$ cat src/rtl/core/lbp_pkg.sv
`default_nettype none
package lbp_pkg;

    // default parameter values
    localparam int MAX_BEAMS_DEF     = 4096;
    localparam int CORDIC_STAGES_DEF = 16;

    // field widths
    localparam int RANGE_W = 16;
    localparam int BEAM_W  = 12;
    localparam int ANGLE_W = 16;
    localparam int POINT_W = 18;
    localparam int CFG_W   = 16;

    // internal datapath widths
    localparam int X_W   = 35;   // cordic x/y, signed, holds gain-scaled range
    localparam int Z_W   = 33;   // residual angle, 2^-32 circle units, signed
    localparam int SUM_W = 21;   // rounded coordinate plus offset
    localparam int BEAM_LIMIT_W = 17;

    // cordic gain folded into the start vector, q16
    localparam logic [RANGE_W-1:0] GAIN_Q16 = 16'd39797;

    localparam logic signed [POINT_W-1:0] SAT_MAX = 18'sd131071;
    localparam logic signed [POINT_W-1:0] SAT_MIN = -18'sd131072;

    // register map
    typedef enum logic [2:0] {
        REG_ANGLE_START = 3'd0,
        REG_ANGLE_STEP  = 3'd1,
        REG_RANGE_LIMIT = 3'd2,
        REG_MOUNT_X     = 3'd3,
        REG_MOUNT_Y     = 3'd4,
        REG_MOUNT_YAW   = 3'd5,
        REG_INVERTED    = 3'd6
    } reg_index_t;

    // configuration seen by the datapath
    typedef struct packed {
        logic [CFG_W-1:0]        angle_start;
        logic [CFG_W-1:0]        angle_step;
        logic [CFG_W-1:0]        range_limit;
        logic signed [CFG_W-1:0] mount_x;
        logic signed [CFG_W-1:0] mount_y;
        logic [CFG_W-1:0]        mount_yaw;
        logic                    inverted;
    } cfg_t;

    // payload handed from cell to cell
    typedef struct packed {
        logic signed [X_W-1:0] x;
        logic signed [X_W-1:0] y;
        logic signed [Z_W-1:0] z;
        logic                  flip;
        logic [BEAM_W-1:0]     beam;
    } cell_data_t;

    // atan(2^-i) in 2^-32 circle units
    function automatic logic [31:0] atan_value(input int idx);
        logic [31:0] val;
        case (idx)
            0:       val = 32'h20000000;
            1:       val = 32'h12E4051E;
            2:       val = 32'h09FB385B;
            3:       val = 32'h051111D4;
            4:       val = 32'h028B0D43;
            5:       val = 32'h0145D7E1;
            6:       val = 32'h00A2F61E;
            7:       val = 32'h00517C55;
            8:       val = 32'h0028BE53;
            9:       val = 32'h00145F2F;
            10:      val = 32'h000A2F98;
            11:      val = 32'h000517CC;
            12:      val = 32'h00028BE6;
            13:      val = 32'h000145F3;
            14:      val = 32'h0000A2FA;
            15:      val = 32'h0000517D;
            16:      val = 32'h000028BE;
            17:      val = 32'h0000145F;
            18:      val = 32'h00000A30;
            19:      val = 32'h00000518;
            20:      val = 32'h0000028C;
            21:      val = 32'h00000146;
            22:      val = 32'h000000A3;
            23:      val = 32'h00000051;
            default: val = 32'h00000000;
        endcase
        return val;
    endfunction

endpackage
`default_nettype wire

$ cat src/rtl/core/lbp_cordic_cell.sv
`default_nettype none
module lbp_cordic_cell #(
    parameter int IDX = 0
) (
    input  wire                 clk,
    input  wire                 rst_n,
    input  wire                 en,
    input  wire                 in_valid,
    input  lbp_pkg::cell_data_t in_data,
    output logic                out_valid,
    output lbp_pkg::cell_data_t out_data
);
    import lbp_pkg::*;

    localparam logic signed [Z_W-1:0] ATAN = $signed({1'b0, atan_value(IDX)});

    logic                  valid_reg;
    cell_data_t            data_reg;
    cell_data_t            data_next;
    logic signed [X_W-1:0] dx;
    logic signed [X_W-1:0] dy;

    // one micro-rotation, direction from the sign of the residual angle
    always_comb
    begin
        dx        = in_data.y >>> IDX;
        dy        = in_data.x >>> IDX;
        data_next = in_data;
        if (!in_data.z[Z_W-1])
        begin
            data_next.x = in_data.x - dx;
            data_next.y = in_data.y + dy;
            data_next.z = in_data.z - ATAN;
        end
        else
        begin
            data_next.x = in_data.x + dx;
            data_next.y = in_data.y - dy;
            data_next.z = in_data.z + ATAN;
        end
    end

    // valid bit
    always_ff @(posedge clk or negedge rst_n)
    begin
        if (!rst_n)
            valid_reg <= 1'b0;
        else if (en)
            valid_reg <= in_valid;
    end

    // payload
    always_ff @(posedge clk)
    begin
        if (en && in_valid)
            data_reg <= data_next;
    end

    assign out_valid = valid_reg;
    assign out_data  = data_reg;

endmodule
`default_nettype wire

$ cat config.mk
export PLATFORM = sky130hd
export DESIGN_NAME = lbp_cordic_cell
export DESIGN_NICKNAME = d
export VERILOG_FILES = /design/src/rtl/core/lbp_pkg.sv /design/src/rtl/core/lbp_cordic_cell.sv
export SDC_FILE = /design/constraint.sdc
export NUM_CORES = 1
export LEC_CHECK = 0
export BUFFER_PORTS_ARGS = -buffer_cell sky130_fd_sc_hd__buf_2
export CORE_ASPECT_RATIO = 1.25
export CORE_MARGIN = 5
export CORE_UTILIZATION = 30
export DETAILED_ROUTE_END_ITERATION = 7
export SYNTH_ARGS = -nofsm -noshare
export SYNTH_HDL_FRONTEND = slang
export SYNTH_SLANG_ARGS = --single-unit
$ cat constraint.sdc
create_clock -name clk -period 1.85 [get_ports clk]
set_input_delay 0.37 -clock clk [delete_from_list [all_inputs] [get_ports clk]]
set_output_delay 0.37 -clock clk [all_outputs]
set_load 0.02 [all_outputs]
=== After elaboration in Yosys (flattened, before gate mapping) ===
Cells that the tools add are included.

* Bits in registers: 117
* Bits in latches: 0
* RAM bits: 0
* Memory bits (read-only): 0
* Input port bits: 120
* Output and inout bits: 117
* Word-level logic and storage cells: 13
* Memories: 0

* Add/subtract/negate cells: 5
* $mul: 0
* Divide/modulo/power cells: 0
* $lt $le $gt $ge: 0
* Equal/unequal tests: 0
* Shift-type cells: 0
* Muxes and demuxes: 1
* Bitwise operators: 0
* Reduce and logical (&&, ||, !) cells: 1

{| class="wikitable"
|+ Operators with widths
! operator !! count
|-
| $mux 103 || 1
|-
| $sub 35x35->35 || 2
|-
| $add 35x35->35 || 1
|-
| $add 33x31->33 const B || 1
|-
| $sub 33x31->33 const B || 1
|-
| $logic_and 1x1->1 || 1
|}

=== Longest topological paths before layout ===
Gate-level depths: netlist of the first run.

* Word-level depth: 2
* Mapped depth: 13
* Gate-level depth less buffers: 12

=== Least setup slack after synthesis of the first run ===
No wires, ideal clock.

* Path type: in2reg
* Start: input port in_valid
* End: register data_reg, in the netlist out_data[0] (enable)
* Library setup time: 0.487 ns
* Arrival time: 3.013 ns
* Data required time: 1.363 ns
* Setup slack: -1.650 ns
* Cell stages on the path: 1
* Path buffers: 0
* Cells stage by stage: and2_1

* Word-level cells in the longest chain between the ends: 1

{| class="wikitable"
|+ Ends and longest elaborated chain
! item !! line !! RTL
|-
| start, declared || lbp_cordic_cell.sv:8 || <nowiki>input wire in_valid,</nowiki>
|-
| $logic_and 1x1->1 || lbp_cordic_cell.sv:55 || <nowiki>if (en && in_valid)</nowiki>
|-
| end signal, assigned || lbp_cordic_cell.sv:56 || <nowiki>data_reg <= data_next;</nowiki>
|-
| end, declared || lbp_cordic_cell.sv:18 || <nowiki>cell_data_t data_reg;</nowiki>
|}

Every way passes these cells.
A chain may end at the register's enable or synchronous reset.

==> results of run 1 <==
-- sequential cells by signal, indices dropped and copies added, names as in the netlist --
name and cells:
out_valid 1, out_data 115
-- logic make-up after synthesis --
group	count (synthesis)	synth area share [%]
xor gates and xnor gates	68	6.258
and+or+nand+nor	237	11.78
buffers and inverters	154	6.311
AOI/OAI and AO/OA	343	23.00
adders and majority gates	108	14.51
muxes	15	1.591
DFF	116	36.55
-- area by class of cell --
class | count | area share [%]
multi-input cells | 771 | 42.17
clock inverters | 14 | 1.036
inverters | 109 | 2.678
flip-flops and latches | 116 | 21.33
clock buffers | 18 | 2.694
repair buffers | 627 | 26.93
well taps | 412 | 3.162
-- power by group --
part | internal (W) | switching (W)
Sequential | 0.00326 | 0.0000725
Clock | 0.00206 | 0.00143
Combinational | 0.00222 | 0.00260
Total | 0.00754 | 0.00410
-- stage by stage --
stage | cell area [um2] | util (%) | std cells | setup TNS [ns]
after CTS | 15720 | 49.73 | 2062 | -30.44
after detailed placement | 13880 | 43.93 | 1999 | -66.24
after global placement | 13880 | 43.93 | 1999 | -64.76
after global routing | 16300 | 51.59 | 2067 | -34.72
final | 16300 | 51.59 | 2067 | -31.22
after floorplan | 9654 | - | 1041 | -36.92
-- timing repair --
item,4_1_cts,5_1_grt
pin swaps,106,80
resized for setup,224,113
buffers inserted,35,20
setup endpoints to repair,58,62
hold buffers,1,0
endpoints found under the hold margin,1,0
-- routing by layer --
| layer | vias up | track usage [%] | part of all wire [%] |
|---|---|---|---|
| li1 | 4957 | - | - |
| met1 | 4932 | 22.84 | 38 |
| met2 | 327 | 37.57 | 52 |
| met3 | 110 | 3.425 | 4.3 |
| met4 | 0 | 12.39 | 5.7 |
| met5 | - | 0 | 0 |
-- worst paths after layout --
check | start | endpoint | slack, ns | cells past startpoint
worst max-delay path | in_data[54] | out_data[103]$_DFFE_PP_ | -0.80 | 12
worst min register to register | out_valid$_DFFE_PN0P_ | out_valid$_DFFE_PN0P_ | 0.53 | 1
max in group asynchronous | rst_n | out_valid$_DFFE_PN0P_ | 1.54 | 2
worst min-delay path | in_data[22] | out_data[22]$_DFFE_PP_ | 0.11 | 1
min in group asynchronous | rst_n | out_valid$_DFFE_PN0P_ | 0.23 | 2
worst max register to register | out_valid$_DFFE_PN0P_ | out_valid$_DFFE_PN0P_ | 1.09 | 1
-- cells in the final DEF, fill, tap and decap left out, drive strengths merged, types with 5 or more instances in the layout --
master  netlist  layout
buf          20     626
a21oi       128     128
edfxtp      115     115
inv         102     108
ha          104     104
nor2         89      89
o21ai        65      65
xnor2        53      53
nand2        46      46
o21bai       26      26
nor3         26      26
a21o         20      20
clkbuf       25      18
xor2         15      15
nand4        14      14
mux2i        14      14
nand3        13      13
o211ai       12      12
a31oi        12      12
nor2b        11      11
o31ai        11      11
clkinv        7      10
o21a          9       9
a221oi        9       9
or3           8       8
a211oi        8       8
and3          7       7
o221ai        6       6
nand2b        6       6
a21boi        5       5
==> flow_metrics.tcl, run 1 <==
set metrics [dict create \
    startpoint_type "primary input" \
    grt.total_usage_pct 20.88 \
    syn2layout_area_growth_pct 71.33 \
    drt-vias-per-instance 4.996 \
    cts_sinks 116 \
    hpwl_mm 29.71 \
    synthMostInstantiatedCell "a21oi_1" \
    p_leak_nw 7.323 \
    num_rows 73 \
    ys.warnings.count 0 \
    status "complete, but fails checks" \
    gp_congestion 0.9482 \
    multiInputGateArea_um2 6875 \
    powerDensity_nw_per_um2 714.1 \
    critical_path_buf_inv_count 3 \
    clock_latency_ns 0.43 \
    grt.overflow.total 0 \
    fin_crit_sh_pct 143.0 \
    hold_class "primary input to flip-flop" \
    seq_area_frac_synth_pct 36.55 \
    core_um2 31600 \
    htree_levels 4 \
    grt_pass1_vias 11020 \
    cpMaxStageDelayCell "or4_4" \
    fin_crit_ns 2.645 \
    drv_slew 0 \
    critPathKind "primary input to flip-flop" \
    ios 237 \
    synthCells 1041 \
    cpMostUsedCell "nor2_4" \
    synthArstFlopShare_pct 0.8621 \
    crit_path_end_kind "flip-flop" \
    ff_latch_area_um2 3478 \
    synth_area_leaders "edfxtp_1 36%, ha_1 14%, a21oi_1 6.5%" \
    synth_fp_nets 1269 \
    path_cells "buf_8, ha_1, a221o_1, or4_4, o21ai_1, buf_4, buf_6, nor2_4, nor2_4, o21bai_4, mux2i_1, xor2_1" \
    drc_errors 0 \
    crit_fanout 4 \
    max_freq_mhz 378.0 \
    num_vias 10330 \
    violations "setup timing" \
    drtAntennaViolNets 0 \
    crit_family "compound AO/OA/AOI/OAI gates" \
    grt_max_degree 63 \
    synth_top_area_share_pct 36.29 \
    hold_viol 0 \
    drt_iter0_drc 454 \
    synth-edff-count 115 \
    yosysTopAreaCell "edfxtp_1" \
    clock_skew_ns 0 \
    timing.hold.ws_ns 0.1067 \
    clockBufferDepth 2 \
    io_buffer_count 236 \
    finalSetupViolCount 60 \
    numCtsBuffers 17 \
    die_w_um 169.3 \
    drv_cap 0 \
    clock-root-buffer "clkbuf_16" \
    syn_area_um2 9517 \
    synth_seq_cells 116 \
    syn_area_per_cell_um2 9.142 \
    power_w 0.01164 \
    required_ns 2.07 \
    wl_per_cell_um 18.46 \
    drt_first_pass_iters 5 \
    final.fill_count 2913 \
    finalWorstSetupSlack_ns -0.7952 \
    peakVddDrop_v 0.0005582 \
    die_h_um 209.1 \
    antennaDiodeCount 0 \
    rsz0062_at_grt "yes" \
    start_util_pct 30.11 \
    wl_mm 38.16 \
    tightest_slew_ns 0.5095 \
    drive_above_1_share_pct 53.60 \
    cts_tree "yes" \
    clkTransAtPathRegs_ns 0.06 \
    dieArea_um2 35410 \
    pre_cts_ws_ns -1.527 \
    slowest_delay_ns 0.47 \
    antenna_found_initial 0 \
    timing.max_slew.rel_slack_pct 65.77 \
    synth_commonest_cells "124 x a21oi_1, 115 x edfxtp_1, 104 x ha_1" \
    num-nets-final 1870 \
    ys.flop_type "edfxtp_1" \
    arrival_ns 2.87 \
    grt_pass1_wl_mm 57.99 \
    synthDistinctLibCells 74 \
]
(Power assumes the default switching activity.)
==> inputs of run 2 (changes only) <==
- CTS_BUF_LIST: unset -> sky130_fd_sc_hd__clkbuf_8
- SKIP_CTS_REPAIR_TIMING: unset -> 1
==> run 2 against run 1 <==
  * The run still ends with setup timing left
  * Power decreased by 8.9%
  * Clock skew is the same
  * Non-clock buffer count shrank 16
  * Critical path type unchanged
  * Critical endpoint is now out_data[114]$_DFFE_PP_
  * Largest cell class unchanged
  * Largest power group unchanged
==> flow_metrics.tcl, run 2 (synthesis gave the netlist of run 1 again) <==
set metrics [dict create \
    ios 237 \
    drive_above_1_share_pct 52.35 \
    cts_tree "yes" \
    cts_sinks 116 \
    worstSetupEndpoint "out_data[114]$_DFFE_PP_" \
    setup.worst_path.start "in_data[54]" \
    r2r_cells 1 \
    clock_skew_ns 0 \
    path_cells "buf_8, inv_4, ha_4, nor2b_4, o31ai_2, or4b_4, o21ai_4, o22ai_4, or2_4, a311o_1, a21oi_2, xnor2_1" \
    largest_register_ff_count 115 \
    drc_errors 0 \
    grt_max_degree 63 \
    syn2layout_area_growth_pct 66.33 \
    hold_class "primary input to flip-flop" \
    fin_crit_ns 2.612 \
    worstReg2RegEnd "out_valid$_DFFE_PN0P_" \
    die_h_um 209.1 \
    clkTransAtPathRegs_ns 0.08 \
    powerDensity_nw_per_um2 670.1 \
    wl_mm 37.14 \
    drv_slew 0 \
    required_ns 2.07 \
    fin_crit_sh_pct 141.2 \
    arrival_ns 2.83 \
    clock-root-buffer "clkbuf_8" \
    critPathKind "primary input to flip-flop" \
    io_buffer_count 236 \
    final_common_cell "buf_4" \
    drt_first_pass_iters 4 \
    gp_congestion 0.9482 \
    finalWorstSetupSlack_ns -0.7620 \
    htree_levels 4 \
    crit_fanout 5 \
    cpMaxStageDelayCell "or4b_4" \
    r2r_start "out_valid$_DFFE_PN0P_" \
    grt.overflow.total 0 \
    grt_pass1_vias 10470 \
    clock_latency_ns 0.46 \
    hold_viol 0 \
    crit_family "compound AO/OA/AOI/OAI gates" \
    pre_cts_ws_ns -1.527 \
    hp-start "in_data[22]" \
    antennaDiodeCount 0 \
    dieArea_um2 35410 \
    timing.max_slew.rel_slack_pct 64.26 \
    antenna_found_initial 0 \
    wl_per_cell_um 18.11 \
    grt.total_usage_pct 19.75 \
    p_leak_nw 7.111 \
    rsz0062_at_grt "yes" \
    start_util_pct 30.11 \
    power_w 0.01061 \
    die_w_um 169.3 \
    finalSetupViolCount 58 \
    hpwl_mm 29.71 \
    final_cells 2051 \
    violations "setup timing" \
    slowest_delay_ns 0.50 \
    drv_cap 0 \
    numCtsBuffers 17 \
    clockBufferDepth 2 \
    core_um2 31600 \
    dp.cells 1999 \
    num_rows 73 \
    crit_path_end_kind "flip-flop" \
    final_cell_mix "352 x buf_4, 225 x buf_2, 115 x edfxtp_1" \
    status "complete, but fails checks" \
    tightest_slew_ns 0.5337 \
    fin_util_pct 50.09 \
    drtAntennaViolNets 0 \
    crit_cells 12 \
    startpoint_type "primary input" \
    r2r_setup_slack_ns 1.09 \
    drt_iter0_drc 407 \
    final.fill_count 2968 \
    critical_path_buf_inv_count 2 \
    max_freq_mhz 382.8 \
    peakVddDrop_v 0.0004228 \
    num-nets-final 1854 \
    hold_path_depth 1 \
    grt_pass1_wl_mm 54.87 \
    drt-vias-per-instance 4.944 \
    num_vias 10140 \
]
==> run 2: cell types whose count changed in the layout (fill, tap and decap cells not counted), sizes merged <==
cell,before,now
buf,626,610
==> run 2: worst min-delay path by stage <==
stage / to / slack (ns)
finish: out_data[22]$_DFFE_PP_ / 0.07
global route: out_data[32]$_DFFE_PP_ / 0.03
CTS: out_valid$_DFFE_PN0P_ / -0.38
detailed placement: out_valid$_DFFE_PN0P_ / 0.15
global placement: out_valid$_DFFE_PN0P_ / 0.15
floorplan: out_valid$_DFFE_PN0P_ / 0.07
==> run 2: area by class of cell <==
type / instances / area (um2) / share of cell area, %
Sequential cell: 116 / 3478 / 21.97
Timing Repair Buffer: 611 / 4223 / 26.68
Multi-Input combinational cell: 771 / 6754 / 42.67
Inverter: 109 / 441.7 / 2.790
Clock buffer: 18 / 247.7 / 1.565
Tap cell: 412 / 515.5 / 3.257
Clock inverter: 14 / 168.9 / 1.067
==> run 2: where the power goes <==
part / total (W) / internal (W) / switching (W) / leakage (nW)
clock: 0.00257 / 0.00128 / 0.00130 / 0.202
combinational: 0.00471 / 0.00216 / 0.00255 / 5.82
sequential: 0.00332 / 0.00325 / 0.0000726 / 1.09
==> run 2: through the flow <==
step / area [um2] / TNS [ns] / hold slack [ns]
after floorplan: 9654 / -36.92 / 0.07441
after global placement: 13880 / -64.76 / 0.1483
after detailed placement: 13880 / -66.24 / 0.1493
after CTS: 14300 / -34.87 / -0.3838
after global routing: 15830 / -31.08 / 0.02614
final: 15830 / -28.85 / 0.07290
==> run 2: per-layer routing <==
layer	vias up	track usage (%)	wire, um
met2	291	36.23	19610
met3	70	2.914	1607
li1	4916	-	-
met4	0	9.581	1494
met1	4864	22.09	14440
met5	-	0	0
