`src/rtl/core/lbp_pkg.sv`:
```
`default_nettype none
package lbp_pkg;

    // default parameter values
    localparam int MAX_BEAMS_DEF     = 4096;
    localparam int CORDIC_STAGES_DEF = 16;

    // field widths
    localparam int RANGE_W = 16;
    localparam int BEAM_W  = 12;
    localparam int ANGLE_W = 16;
    localparam int POINT_W = 18;
    localparam int CFG_W   = 16;

    // internal datapath widths
    localparam int X_W   = 35;   // cordic x/y, signed, holds gain-scaled range
    localparam int Z_W   = 33;   // residual angle, 2^-32 circle units, signed
    localparam int SUM_W = 21;   // rounded coordinate plus offset
    localparam int BEAM_LIMIT_W = 17;

    // cordic gain folded into the start vector, q16
    localparam logic [RANGE_W-1:0] GAIN_Q16 = 16'd39797;

    localparam logic signed [POINT_W-1:0] SAT_MAX = 18'sd131071;
    localparam logic signed [POINT_W-1:0] SAT_MIN = -18'sd131072;

    // register map
    typedef enum logic [2:0] {
        REG_ANGLE_START = 3'd0,
        REG_ANGLE_STEP  = 3'd1,
        REG_RANGE_LIMIT = 3'd2,
        REG_MOUNT_X     = 3'd3,
        REG_MOUNT_Y     = 3'd4,
        REG_MOUNT_YAW   = 3'd5,
        REG_INVERTED    = 3'd6
    } reg_index_t;

    // configuration seen by the datapath
    typedef struct packed {
        logic [CFG_W-1:0]        angle_start;
        logic [CFG_W-1:0]        angle_step;
        logic [CFG_W-1:0]        range_limit;
        logic signed [CFG_W-1:0] mount_x;
        logic signed [CFG_W-1:0] mount_y;
        logic [CFG_W-1:0]        mount_yaw;
        logic                    inverted;
    } cfg_t;

    // payload handed from cell to cell
    typedef struct packed {
        logic signed [X_W-1:0] x;
        logic signed [X_W-1:0] y;
        logic signed [Z_W-1:0] z;
        logic                  flip;
        logic [BEAM_W-1:0]     beam;
    } cell_data_t;

    // atan(2^-i) in 2^-32 circle units
    function automatic logic [31:0] atan_value(input int idx);
        logic [31:0] val;
        case (idx)
            0:       val = 32'h20000000;
            1:       val = 32'h12E4051E;
            2:       val = 32'h09FB385B;
            3:       val = 32'h051111D4;
            4:       val = 32'h028B0D43;
            5:       val = 32'h0145D7E1;
            6:       val = 32'h00A2F61E;
            7:       val = 32'h00517C55;
            8:       val = 32'h0028BE53;
            9:       val = 32'h00145F2F;
            10:      val = 32'h000A2F98;
            11:      val = 32'h000517CC;
            12:      val = 32'h00028BE6;
            13:      val = 32'h000145F3;
            14:      val = 32'h0000A2FA;
            15:      val = 32'h0000517D;
            16:      val = 32'h000028BE;
            17:      val = 32'h0000145F;
            18:      val = 32'h00000A30;
            19:      val = 32'h00000518;
            20:      val = 32'h0000028C;
            21:      val = 32'h00000146;
            22:      val = 32'h000000A3;
            23:      val = 32'h00000051;
            default: val = 32'h00000000;
        endcase
        return val;
    endfunction

endpackage
`default_nettype wire

```
`src/rtl/core/lbp_post.sv`:
```
`default_nettype none
module lbp_post (
    input  wire                        clk,
    input  wire                        rst_n,
    input  wire                        en,
    input  lbp_pkg::cfg_t              cfg,
    input  wire                        in_valid,
    input  lbp_pkg::cell_data_t        in_data,
    output logic                       out_valid,
    output logic [lbp_pkg::POINT_W-1:0] point_x_mm,
    output logic [lbp_pkg::POINT_W-1:0] point_y_mm,
    output logic [lbp_pkg::BEAM_W-1:0] point_beam
);
    import lbp_pkg::*;

    localparam int RND_W = X_W - 15;

    function automatic logic [POINT_W-1:0] finish(
        input logic signed [X_W-1:0] v,
        input logic                  neg,
        input logic signed [CFG_W-1:0] offset
    );
        logic signed [X_W:0]     biased;
        logic signed [RND_W-1:0] rounded;
        logic signed [SUM_W-1:0] wide;
        logic signed [SUM_W-1:0] sum;
        logic [POINT_W-1:0]      res;
        biased  = $signed({v[X_W-1], v}) + $signed((X_W+1)'(32768));
        rounded = biased[X_W:16];
        wide    = SUM_W'(rounded);
        if (neg)
            wide = -wide;
        sum = wide + SUM_W'(offset);
        if (sum > SUM_W'(SAT_MAX))
            res = SAT_MAX;
        else if (sum < SUM_W'(SAT_MIN))
            res = SAT_MIN;
        else
            res = sum[POINT_W-1:0];
        return res;
    endfunction

    logic               valid_reg;
    logic [POINT_W-1:0] x_reg;
    logic [POINT_W-1:0] y_reg;
    logic [BEAM_W-1:0]  beam_reg;
    logic [POINT_W-1:0] x_next;
    logic [POINT_W-1:0] y_next;

    // round, undo the fold, add mount offset, saturate
    assign x_next = finish(in_data.x, in_data.flip, cfg.mount_x);
    assign y_next = finish(in_data.y, in_data.flip, cfg.mount_y);

    // output register
    always_ff @(posedge clk or negedge rst_n)
    begin
        if (!rst_n)
            valid_reg <= 1'b0;
        else if (en)
            valid_reg <= in_valid;
    end

    always_ff @(posedge clk)
    begin
        if (en && in_valid)
        begin
            x_reg    <= x_next;
            y_reg    <= y_next;
            beam_reg <= in_data.beam;
        end
    end

    assign out_valid  = valid_reg;
    assign point_x_mm = x_reg;
    assign point_y_mm = y_reg;
    assign point_beam = beam_reg;

endmodule
`default_nettype wire

```
`config.mk`:
```
export PLATFORM = sky130hd
export DESIGN_NAME = lbp_post
export DESIGN_NICKNAME = d
export VERILOG_FILES = /design/src/rtl/core/lbp_pkg.sv /design/src/rtl/core/lbp_post.sv
export SDC_FILE = /design/constraint.sdc
export NUM_CORES = 1
export LEC_CHECK = 0
export BUFFER_PORTS_ARGS = -buffer_cell sky130_fd_sc_hd__buf_2
export CORE_UTILIZATION = 29
export DETAILED_ROUTE_END_ITERATION = 7
export GPL_TIMING_DRIVEN = 1
export PLACE_DENSITY = 0.55
export SKIP_LAST_GASP = 1
export SYNTH_ARGS = -nofsm -noshare
export SYNTH_HDL_FRONTEND = slang
export SYNTH_SLANG_ARGS = --single-unit
export TNS_END_PERCENT = 5
```
`constraint.sdc`:
```
create_clock -name clk -period 1 [get_ports clk]
set_input_delay 0.05 -clock clk [delete_from_list [all_inputs] [get_ports clk]]
set_output_delay 0.05 -clock clk [all_outputs]
set_load 0.1 [all_outputs]
```
# Word-level counts from Yosys, hierarchy flattened
# Index checks and enable logic that the tools add are counted.
# Widths: inputs -> output; s select.
# totals
wordCells	19
register_bits	49
out_inout_bits	49
inputBits	217
# op_classes
addsub	6
n_mux	4
reduce_logical	1
order_cmp	4
# op_table
cell	n
$add 35x17->36 const B	2
$add 21x16->21	2
$gt 21x18->1 const B	2
$lt 21x18->1 const B	2
$mux 21	2
$neg 20->21	2
$mux 18	2
$logic_and 1x1->1	1

# Logic depth before layout (Yosys ltp)
# Gate-level depths: netlist of run 1.
# logic_depth
word_depth	6
mapped_depth	22
depth_no_buf	20

# Worst setup path before layout of run 1
# No wires, ideal clock.
# synth_timing
kind	input-to-reg
startpoint	input port in_data[64] (netlist bit)
endpoint	register y_reg[11] (netlist: point_y_mm[11]), data pin
slack_ns	-3.299
arrival_ns	4.037
path_stages	19
path_buffers	4
setup_time_ns	0.261
t_required_ns	0.739
cell_sequence	buf_2 -> nand4_2 -> or3_1 -> buf_2 -> or4_1 -> o2111ai_1 -> or2_1 -> nand2b_1 -> nand2_1 -> xnor2_1 -> ha_1 -> clkbuf_1 -> and2_1 -> o211a_1 -> or3_1 -> a2111oi_1 -> o21bai_1 -> buf_4 -> o21ai_1
# synth_via
elab_chain_cells	6
elab_cells_between_ends	7
cone_classes	3 x add/sub; 2 x order compare; 2 x mux
# synth_rtl
item	line_no	rtl
start, declared	lbp_post.sv:8	input lbp_pkg::cell_data_t in_data,
$add 35x17->36 (*)	lbp_post.sv:28	biased = $signed({v[X_W-1], v}) + $signed((X_W+1)'(32768));
$neg 20->21	lbp_post.sv:32	wide = -wide;
$mux 21 (*)	lbp_post.sv:31	if (neg)
$add 21x16->21 (*)	lbp_post.sv:33	sum = wide + SUM_W'(offset);
$lt 21x18->1	lbp_post.sv:36	else if (sum < SUM_W'(SAT_MIN))
$mux 18	lbp_post.sv:36	
end signal, assigned	lbp_post.sv:68	y_reg <= y_next;
end, declared	lbp_post.sv:45	logic [POINT_W-1:0] y_reg;
# Every way passes the cells marked *; elsewhere a longest branch is shown, timed or not.
# A chain may end at the register's enable or synchronous reset.

# Worst setup path in the final report of run 1
# layout_timing
startpoint	input port in_data[64] (netlist bit)
endpoint	register y_reg[9] (netlist: point_y_mm[9]), data pin
# Same word-level chain as after synthesis.

==> results of run 1 <==
[repair_timing]
| action | in CTS | in global routing |
|---|---|---|
| hold buffers | 13 | 0 |
| endpoints found under the hold margin | 13 | 0 |
| resized for setup | 38 | 58 |
| pin swaps | 39 | 42 |
| buffers inserted | 9 | 9 |
| cloned | 1 | 0 |
| setup endpoints to repair | 36 | 37 |
[layout by cell type, fill, tap and decap left out, types with 5 or more instances in the layout]
cell type / synthesis / final
xor2_1: 41 / 40
a211oi_1: 11 / 6
o211ai_1: 6 / 6
a21o_1: 22 / 21
buf_12: 0 / 53
ha_1: 46 / 42
nand3_2: 0 / 5
buf_4: 8 / 269
edfxtp_1: 48 / 48
nand3_1: 32 / 26
o21a_1: 7 / 7
dlygate4sd3_1: 0 / 13
a21oi_2: 1 / 8
clkbuf_16: 0 / 5
buf_2: 13 / 84
nand4_1: 14 / 14
xnor2_1: 71 / 69
o21ai_0: 30 / 23
or3_1: 9 / 5
a21oi_1: 65 / 56
o21ai_1: 9 / 14
nand2b_1: 10 / 9
nand2_1: 61 / 61
a31oi_1: 7 / 6
nor2_1: 42 / 40
nor3_1: 13 / 9
buf_6: 1 / 8
inv_1: 25 / 25
and3_1: 16 / 12
and2_4: 0 / 7
o22ai_2: 0 / 5
[metal layers]
layer | vias to the layer above | part of all wire, %
li1 | 3486 | -
met1 | 2942 | 51
met3 | 11 | 4.3
met4 | 0 | 1.2
met2 | 133 | 43
met5 | - | 0
[where the power goes]
group | switching (mW) | internal (mW)
logic | 4.91 | 4.21
clock network | 0.727 | 0.942
registers | 0.217 | 2.73
total | 5.86 | 7.88
[area by class of cell]
cell class / count / area, sq um / share of cell area [%]
repair buffers: 430 / 3759 / 35.33
clock inverters: 3 / 26.28 / 0.2470
multi-input cells: 618 / 4827 / 45.37
well taps: 270 / 337.8 / 3.175
clock buffers: 5 / 125.1 / 1.176
flip-flops and latches: 49 / 1466 / 13.78
inverters: 26 / 97.59 / 0.9173
[cell families after synthesis]
logic type	count (synthesis)
compound gates	207
buf+inv	60
simple gates	242
fa+ha+maj	48
flops	49
xor+xnor	112
mux	8
[state kept, by name, indices dropped and copies added (netlist names)]
signal	cells
point_x_mm	18
point_y_mm	18
point_beam	12
out_valid	1
[how the worst min path moves through the flow]
stage	startpoint	endpoint	cells past startpoint
6_report	in_valid	out_valid	2
5_1_grt	in_valid	out_valid	2
4_1_cts	in_valid	out_valid	2
3_5_place_dp	rst_n	out_valid	1
3_3_place_gp	rst_n	out_valid	1
2_1_floorplan	rst_n	out_valid	0
[through the flow]
stage / cell area [sq um] / setup TNS, ns
after floorplan: 6241 / -135.17
after global placement: 9743 / -121.41
after detailed placement: 9743 / -123.37
after CTS: 10310 / -102.88
after global routing: 10640 / -112.24
final: 10640 / -103.76
==> flow_summary.json, run 1 <==
{
  "status": "finished with violations",
  "violations": "negative setup slack",
  "max-slew-margin-rel_pct": 67.07,
  "die_y_microns": 146.2,
  "start_kind": "input port",
  "vias": 6572,
  "synth_edf_count": 48,
  "cts_root_buf": "clkbuf_16",
  "grt.met3_usage_pct": 2.156,
  "clock_latency_ns": 0.28,
  "synth_compound_area_share_pct": 22.17,
  "gp_congestion": 0.8871,
  "yosysUniqueCellTypes": 72,
  "finalWirelength_mm": 18.11,
  "worst_clock_skew_ns": 0,
  "final_cells": 1401,
  "rsz0062_at_grt": "true",
  "synth_cells": 726,
  "portBuffers": 137,
  "hold_path.class": "in2reg",
  "holdWs_ns": 0.009383,
  "cpPeakStageDelay_ns": 0.32,
  "irDropWorstVdd_mv": 0.6911,
  "synth.area.mux_share_pct": 1.410,
  "grtUsageMet1_pct": 24.00,
  "grt-ovfl-total": 0,
  "nFillCells": 1912,
  "core_area_sq_mm": 0.02030,
  "ctsLongestPathBuffers": 2,
  "diodes": 0,
  "io_pins": 266,
  "h-tree-depth": 2,
  "synth_area_leaders": "edfxtp_1, xnor2_1, ha_1",
  "numClockSinks": 49,
  "drt.antenna.violating_nets": 0,
  "end_kind": "flop",
  "power-per-cell-area_mw_per_mm2": 1291,
  "place_ws_ns": -3.643,
  "drive_gt1_share_pct": 45.89,
  "die_w_microns": 146.2,
  "hpwl_mm": 15.13,
  "synth_ff_type": "edfxtp_1",
  "avgViaCountPerCell": 4.691,
  "placed_cells": 1361,
  "grt_pass1_vias": 6213,
  "grt_pass1_wl_mm": 29.79,
  "setup_viol": 36,
  "syn_area_per_cell_sq_um": 8.309,
  "crit_buf_inv": 6,
  "path_common_cell": "buf_4",
  "cp.depth": 22,
  "antenna_found_initial": 1,
  "critPathRequiredTime_ns": 1.04,
  "cp_max_fo": 6,
  "critPathSlowestCell": "a211oi_4",
  "fin_crit_sh_pct": 397.1,
  "tightest_slew_ns": 0.4888,
  "hold_viol_final": 0,
  "synth.top_cells.by_count": "xnor2_1, a21oi_1, nand2_1, edfxtp_1, ha_1",
  "async_flop_share_pct": 2.041,
  "yosys.area_share.simple_pct": 21.01,
  "netlist_area_sq_mm": 0.006032,
  "yosysTopAreaCell": "edfxtp_1",
  "numCtsBuffers": 5,
  "cpLargestDelayFamily": "compound AO/OA/AOI/OAI gates",
  "yosysWarningCount": 0,
  "fin_ws_ns": -2.971,
  "finalCriticalPeriod_ns": 3.971,
  "maxCapViolCount": 0,
  "drc": 0,
  "leakagePower_nw": 4.754,
  "reg2regPathDepth": 1,
  "drt_iter0_markers": 221,
  "synth_top_family_by_area": "compound AO/OA/AOI/OAI gates",
  "syn2layout_area_growth_pct": 76.37,
  "ys_seq_area_share_pct": 24.31,
  "critPathKind": "in2reg",
  "crit_end": "point_y_mm[9]",
  "syn_nets": 991,
  "num_rows": 52,
  "total_power_mw": 13.74,
  "startpoint": "in_data[64]",
  "grt_max_degree": 31,
  "rrSetupSlack_ns": 0.21,
  "final_util_pct": 52.41,
  "track_usage_pct": 16.68,
  "yosysMostFrequentCell": "xnor2_1",
  "cp_cell_sequence": "clkbuf_4, buf_4, nand4_4, buf_6, xor2_1, and4_1, o2111ai_2, or2_1, buf_4, o31ai_2, xnor2_1, ha_1, a21oi_2, mux2i_1, o311ai_2, a211oi_4, nor4_1, a41o_1, buf_4, nor2_1, buf_4, o22ai_2",
  "synth_adder_area_share_pct": 10.21,
  "dieArea_sq_mm": 0.02138,
  "r2r_end": "out_valid",
  "initial_core_util_pct": 29.72,
  "fmax_ghz": 0.2518,
  "synth_xor_area_share_pct": 16.26,
  "wl_per_cell_microns": 12.92,
  "worstPathArrival_ns": 4.01,
  "rr_startpoint": "out_valid",
  "clk_pin_slew_ns": 0.06,
  "final_max_slew_viol_count": 0,
  "cts_tree": "yes",
  "ys_ff_latch": 49,
  "busiest_layer": "met2",
  "yosys.area.top_type_share_pct": 23.90,
  "final_net_count": 1395,
  "met2_usage_pct": 26.33,
  "firstDrtPassIters": 4
}
Note: power is estimated with default switching activity, not from simulation.
==> inputs of run 2 (changes only) <==
Settings changed: GPL_TIMING_DRIVEN 1 to 0.
==> run 2 against run 1 <==
Effect of this change:
- the flow still finishes with violations (negative setup slack)
- routed wire length shrank 5.7%
- design area down 21%
- via count decreased by 11%
- non-clock buffer count down 210
- flip-flop and latch count stayed put
- register-to-register slack better by 0.06 ns
- sequential power down 6%
- first-iteration DRC count is 18% higher
- critical path type unchanged
- largest cell class unchanged
- highest routed layer unchanged
==> flow_summary.json, run 2 (synthesized netlist as in run 1, its figures left out) <==
{
  "status": "finished with violations",
  "violations": "negative setup slack",
  "syn2layout_area_growth_pct": 38.56,
  "io_pins": 266,
  "critPathKind": "in2reg",
  "num_rows": 52,
  "drt.antenna.violating_nets": 0,
  "nFillCells": 2071,
  "irDropWorstVdd_mv": 0.7467,
  "seqCellArea_sq_mm": 0.001466,
  "drive_gt1_share_pct": 33.19,
  "worstPathArrival_ns": 3.97,
  "grt-ovfl-total": 0,
  "diodes": 0,
  "cpPeakStageDelay_ns": 0.52,
  "crit_buf_inv": 6,
  "reg2regPathDepth": 1,
  "core_area_sq_mm": 0.02030,
  "multi_input_area_sq_mm": 0.004836,
  "firstDrtPassIters": 5,
  "clk_pin_slew_ns": 0.06,
  "drt_iter0_markers": 260,
  "cts_tree": "yes",
  "hold_path.class": "in2reg",
  "gp_congestion": 0.8061,
  "rsz0062_at_grt": "true",
  "start_kind": "input port",
  "die_w_microns": 146.2,
  "h-tree-depth": 2,
  "grt_pass1_wl_mm": 27.76,
  "portBuffers": 122,
  "cp_cell_sequence": "buf_8, nand4_4, or3_1, buf_6, or4_4, and2_4, nand3b_1, nand2_1, xor2_1, ha_1, a21o_1, nor3b_2, buf_4, a21o_1, a211oi_2, buf_4, xor2_1, a21o_1, buf_6, o21bai_4, buf_6, o21ai_1",
  "antenna_found_initial": 0,
  "avgViaCountPerCell": 4.914,
  "fin_crit_sh_pct": 394.3,
  "worst_clock_skew_ns": 0,
  "finalCriticalPeriod_ns": 3.943,
  "setup_viol": 85,
  "hold_depth": 2,
  "tightest_slew_ns": 0.4894,
  "initial_core_util_pct": 29.72,
  "grt_pass1_vias": 5517,
  "maxCapViolCount": 0,
  "max-slew-margin-rel_pct": 67.03,
  "critPathRequiredTime_ns": 1.03,
  "ctsLongestPathBuffers": 2,
  "grt_max_degree": 30,
  "vias": 5843,
  "cts_root_buf": "clkbuf_16",
  "finalWirelength_mm": 17.07,
  "most-common-layout-cells": "buf_2, xnor2_1, nand2_1, a21oi_1, edfxtp_1",
  "power-per-cell-area_mw_per_mm2": 1390,
  "numClockSinks": 49,
  "final_common_cell": "buf_2",
  "leakagePower_nw": 3.450,
  "dieArea_sq_mm": 0.02138,
  "cp.depth": 22,
  "clock_latency_ns": 0.28,
  "cp_max_fo": 7,
  "end_kind": "flop",
  "place_ws_ns": -3.847,
  "hpwl_mm": 13.46,
  "hold_viol_final": 0,
  "cpLargestDelayFamily": "simple AND/OR/NAND/NOR gates",
  "final_max_slew_viol_count": 0,
  "wl_per_cell_microns": 14.35,
  "track_usage_pct": 15.74,
  "fmax_ghz": 0.2536,
  "total_power_mw": 11.62,
  "setup_tns_ns": -106.66,
  "drc": 0,
  "die_y_microns": 146.2,
  "numCtsBuffers": 5,
  "fin_ws_ns": -2.943,
  "final_net_count": 1184,
  "critPathSlowestCell": "or4_4"
}
## run 2: cell count changes in the layout (fill, tap and decap cells not counted), moves of 5 or more
cell	previous run	this run
a21oi_2	8	13
buf_2	84	124
buf_6	8	19
o21ai_1	14	6
and2_4	7	2
and2_1	4	9
clkbuf_1	0	7
buf_4	269	47
buf_12	53	4
## run 2: area by class of cell
type                       instances  area share, %
multi-input combinational        617          57.86
sequential                        49          17.54
timing repair buffer             191          15.07
tap                              270          4.042
buffer                            29          2.695
clock buffer                       6          1.542
inverter                          26          1.198
clock inverter                     1        0.04491
## run 2: stage by stage
step	util [%]	cells	area (sq um)	hold slack [ns]
after CTS	40.51	1181	8224	0.001615
after floorplan	-	726	6241	-0.2456
final	41.17	1189	8358	0.01019
after detailed placement	35.52	1119	7211	-0.1749
after global placement	35.42	1118	7189	-0.1742
after global routing	41.17	1189	8358	0.005626
## run 2: where the power goes
part | total, mW | switching [mW] | internal, mW
Clock | 1.55 | 0.649 | 0.904
Combinational | 7.29 | 4.77 | 2.53
Sequential | 2.77 | 0.0574 | 2.71
Total | 11.6 | 5.47 | 6.15
## run 2: path summary, 6_finish.rpt
path,startpoint,end,slack (ns)
setup / recovery,in_data[64],point_y_mm[14],-2.94
hold / removal,in_valid,out_valid,0.01
setup reg to reg,out_valid,out_valid,0.27
hold reg to reg,out_valid,out_valid,0.50
max in group asynchronous,rst_n,out_valid,0.85
min in group asynchronous,rst_n,out_valid,0.07
## run 2: metal layers
layer  global-route usage [%]  vias to the layer above  routed length, microns
met5                        0                        -                       0
met4                    3.906                        0                     255
met3                    3.125                       11                     960
met2                    24.76                      140                    7254
met1                    21.94                     2625                    8595
li1                         -                     3067                       -
## run 2: timing repair
action | 4_1_cts | 5_1_grt
setup endpoints to repair | 85 | 85
hold buffers | 13 | 0
buffers inserted | 41 | 10
endpoints found under the hold margin | 13 | 0
gates resized for setup | 102 | 19
pin swaps | 54 | 33
gates cloned | 4 | 0
==> inputs of run 3 (changes only) <==
Settings changed: CORE_UTILIZATION 29 to 49, PLACE_DENSITY 0.55 to 0.84.
==> run 3 against run 2 <==
Effect of this change:
- the run still ends with negative setup slack left
- count of clock-buffer cells in the layout shrank 1
- global-route usage grew 8.8 points
- worst setup slack lost 0.13 ns
- critical path depth shrank 1
- flip-flop and latch count is the same
- sequential power is essentially flat
- via count grew 3.6%
- design area shrank 4.4%
- combinational power shrank 2%
- hold slack gained 0.00059 ns
- first-iteration DRC count grew 52%
- die area shrank 40%
==> flow_summary.json, run 3 (synthesized netlist as in run 1, its figures left out) <==
{
  "vias": 6054,
  "drc": 0,
  "critPathRequiredTime_ns": 1.04,
  "leakagePower_nw": 3.337,
  "clock_latency_ns": 0.28,
  "fin_crit_sh_pct": 407.5,
  "dieArea_sq_mm": 0.01276,
  "fmax_ghz": 0.2454,
  "clk_pin_slew_ns": 0.06,
  "tightest_slew_ns": 0.6663,
  "diodes": 0,
  "most-common-layout-cells": "buf_2, xnor2_1, nand2_1, a21oi_1, edfxtp_1",
  "violations": "negative setup slack",
  "portBuffers": 122,
  "io_pins": 266,
  "h-tree-depth": 2,
  "status": "finished with violations",
  "fin_ws_ns": -3.075,
  "start_kind": "input port",
  "drive_gt1_share_pct": 30.89,
  "final_max_slew_viol_count": 0,
  "r2r_end": "out_valid",
  "hold_viol_final": 0,
  "grt_pass1_wl_mm": 25.73,
  "initial_core_util_pct": 50.22,
  "avgViaCountPerCell": 5.782,
  "syn2layout_area_growth_pct": 32.52,
  "hold_path.class": "in2reg",
  "hpwl_mm": 12.10,
  "drt.antenna.violating_nets": 0,
  "die_w_microns": 113.0,
  "wl_met2_mm": 7.791,
  "worstPathArrival_ns": 4.11,
  "numClockSinks": 49,
  "rsz0062_at_grt": "true",
  "irDropWorstVdd_mv": 0.7132,
  "critPathKind": "in2reg",
  "track_usage_pct": 24.58,
  "final_net_count": 1164,
  "core_area_sq_mm": 0.01201,
  "drt_iter0_markers": 394,
  "firstDrtPassIters": 5,
  "grt-ovfl-total": 0,
  "wl_per_cell_microns": 15.59,
  "grt_pass1_vias": 5467,
  "setup_tns_ns": -111.14,
  "setup_viol": 85,
  "min_to": "out_valid",
  "hold_start": "in_valid",
  "num_rows": 40,
  "die_y_microns": 113.0,
  "cp_max_fo": 8,
  "ctsLongestPathBuffers": 2,
  "wl_met3_microns": 806,
  "numCtsBuffers": 5,
  "max-slew-margin-rel_pct": 55.11,
  "grt_max_degree": 28,
  "final_common_cell": "buf_2",
  "rr_startpoint": "out_valid",
  "cts_tree": "yes",
  "worst_clock_skew_ns": 0,
  "maxCapViolCount": 0,
  "rrSetupSlack_ns": 0.26,
  "wl_met1_mm": 7.424,
  "cts_root_buf": "clkbuf_16",
  "end_kind": "flop",
  "antenna_found_initial": 0,
  "power-per-cell-area_mw_per_mm2": 1443,
  "finalWirelength_mm": 16.32,
  "gp_congestion": 0.9180,
  "finalCriticalPeriod_ns": 4.075,
  "hold_depth": 2,
  "top_layer_used": "met4",
  "final_util_pct": 66.55,
  "reg2regPathDepth": 1
}
==> run 3: worst max-delay path: stages <==
cell and delay [ns]:
buf_8 0.09, ha_4 0.20, nand4_4 0.21, buf_6 0.19, nor4_4 0.20, xnor2_2 0.17, o2111ai_2 0.14, or2_1 0.28
nand2b_4 0.15, o211ai_1 0.16, o21ai_1 0.12, ha_1 0.31, a21oi_2 0.19, mux2i_1 0.24, o311ai_2 0.17, a211oi_4 0.33
xor2_1 0.11, a21o_2 0.28, nor3b_4 0.27, buf_6 0.16, o21ai_1 0.07
==> run 3: final cells by class <==
cell class | instances | area (sq um)
inverters | 26 | 97.59
well taps | 147 | 183.9
fillers | 962 | 4018
clock inverters | 3 | 17.52
repair buffers | 169 | 1076
flip-flops and latches | 49 | 1466
multi-input cells | 617 | 4790
clock buffers | 5 | 125.1
plain buffers | 31 | 237.7
==> run 3: what timing repair did <==
item	in CTS	in global routing
pin swaps	45	22
cloned	2	0
endpoints found under the hold margin	13	0
hold buffers	13	0
gates resized for setup	74	26
buffers inserted	28	3
endpoints found under the setup margin	85	85
==> run 3: routing by layer <==
metal	up-vias	global-route usage [%]
met5	-	0
met4	0	6.053
met3	32	2.410
met2	224	42.35
met1	2776	33.22
li1	3022	-
==> run 3: worst max-delay path by stage <==
stage               cells past startpoint             end  slack [ns]   startpoint
finish                                 21   point_y_mm[8]       -3.07  in_data[61]
global route                           21  point_y_mm[14]       -3.30  in_data[61]
CTS                                    20   point_x_mm[1]       -2.93  in_data[97]
detailed placement                     23  point_y_mm[16]       -3.86  in_data[62]
global placement                       23  point_y_mm[15]       -3.76  in_data[61]
floorplan                              20  point_x_mm[16]       -3.00  in_data[96]
==> run 3: stage by stage <==
step	total power, mW	cell area (sq um)	hold WS (ns)	cells	setup slack (ns)
floorplan	7.999	6241	-0.2456	726	-2.997
global placement	9.046	7036	-0.1738	995	-3.756
detailed placement	9.167	7064	-0.1726	996	-3.863
CTS	11.34	7854	0.001577	1045	-2.931
global route	12.17	7994	0.01125	1047	-3.303
finish	11.54	7994	0.01079	1047	-3.075
==> run 3: power by group <==
group	leakage (nW)	total (mW)	internal [mW]	switching (mW)
logic	2.81	7.16	2.39	4.77
clock network	0.0712	1.60	0.917	0.688
registers	0.455	2.77	2.71	0.0589
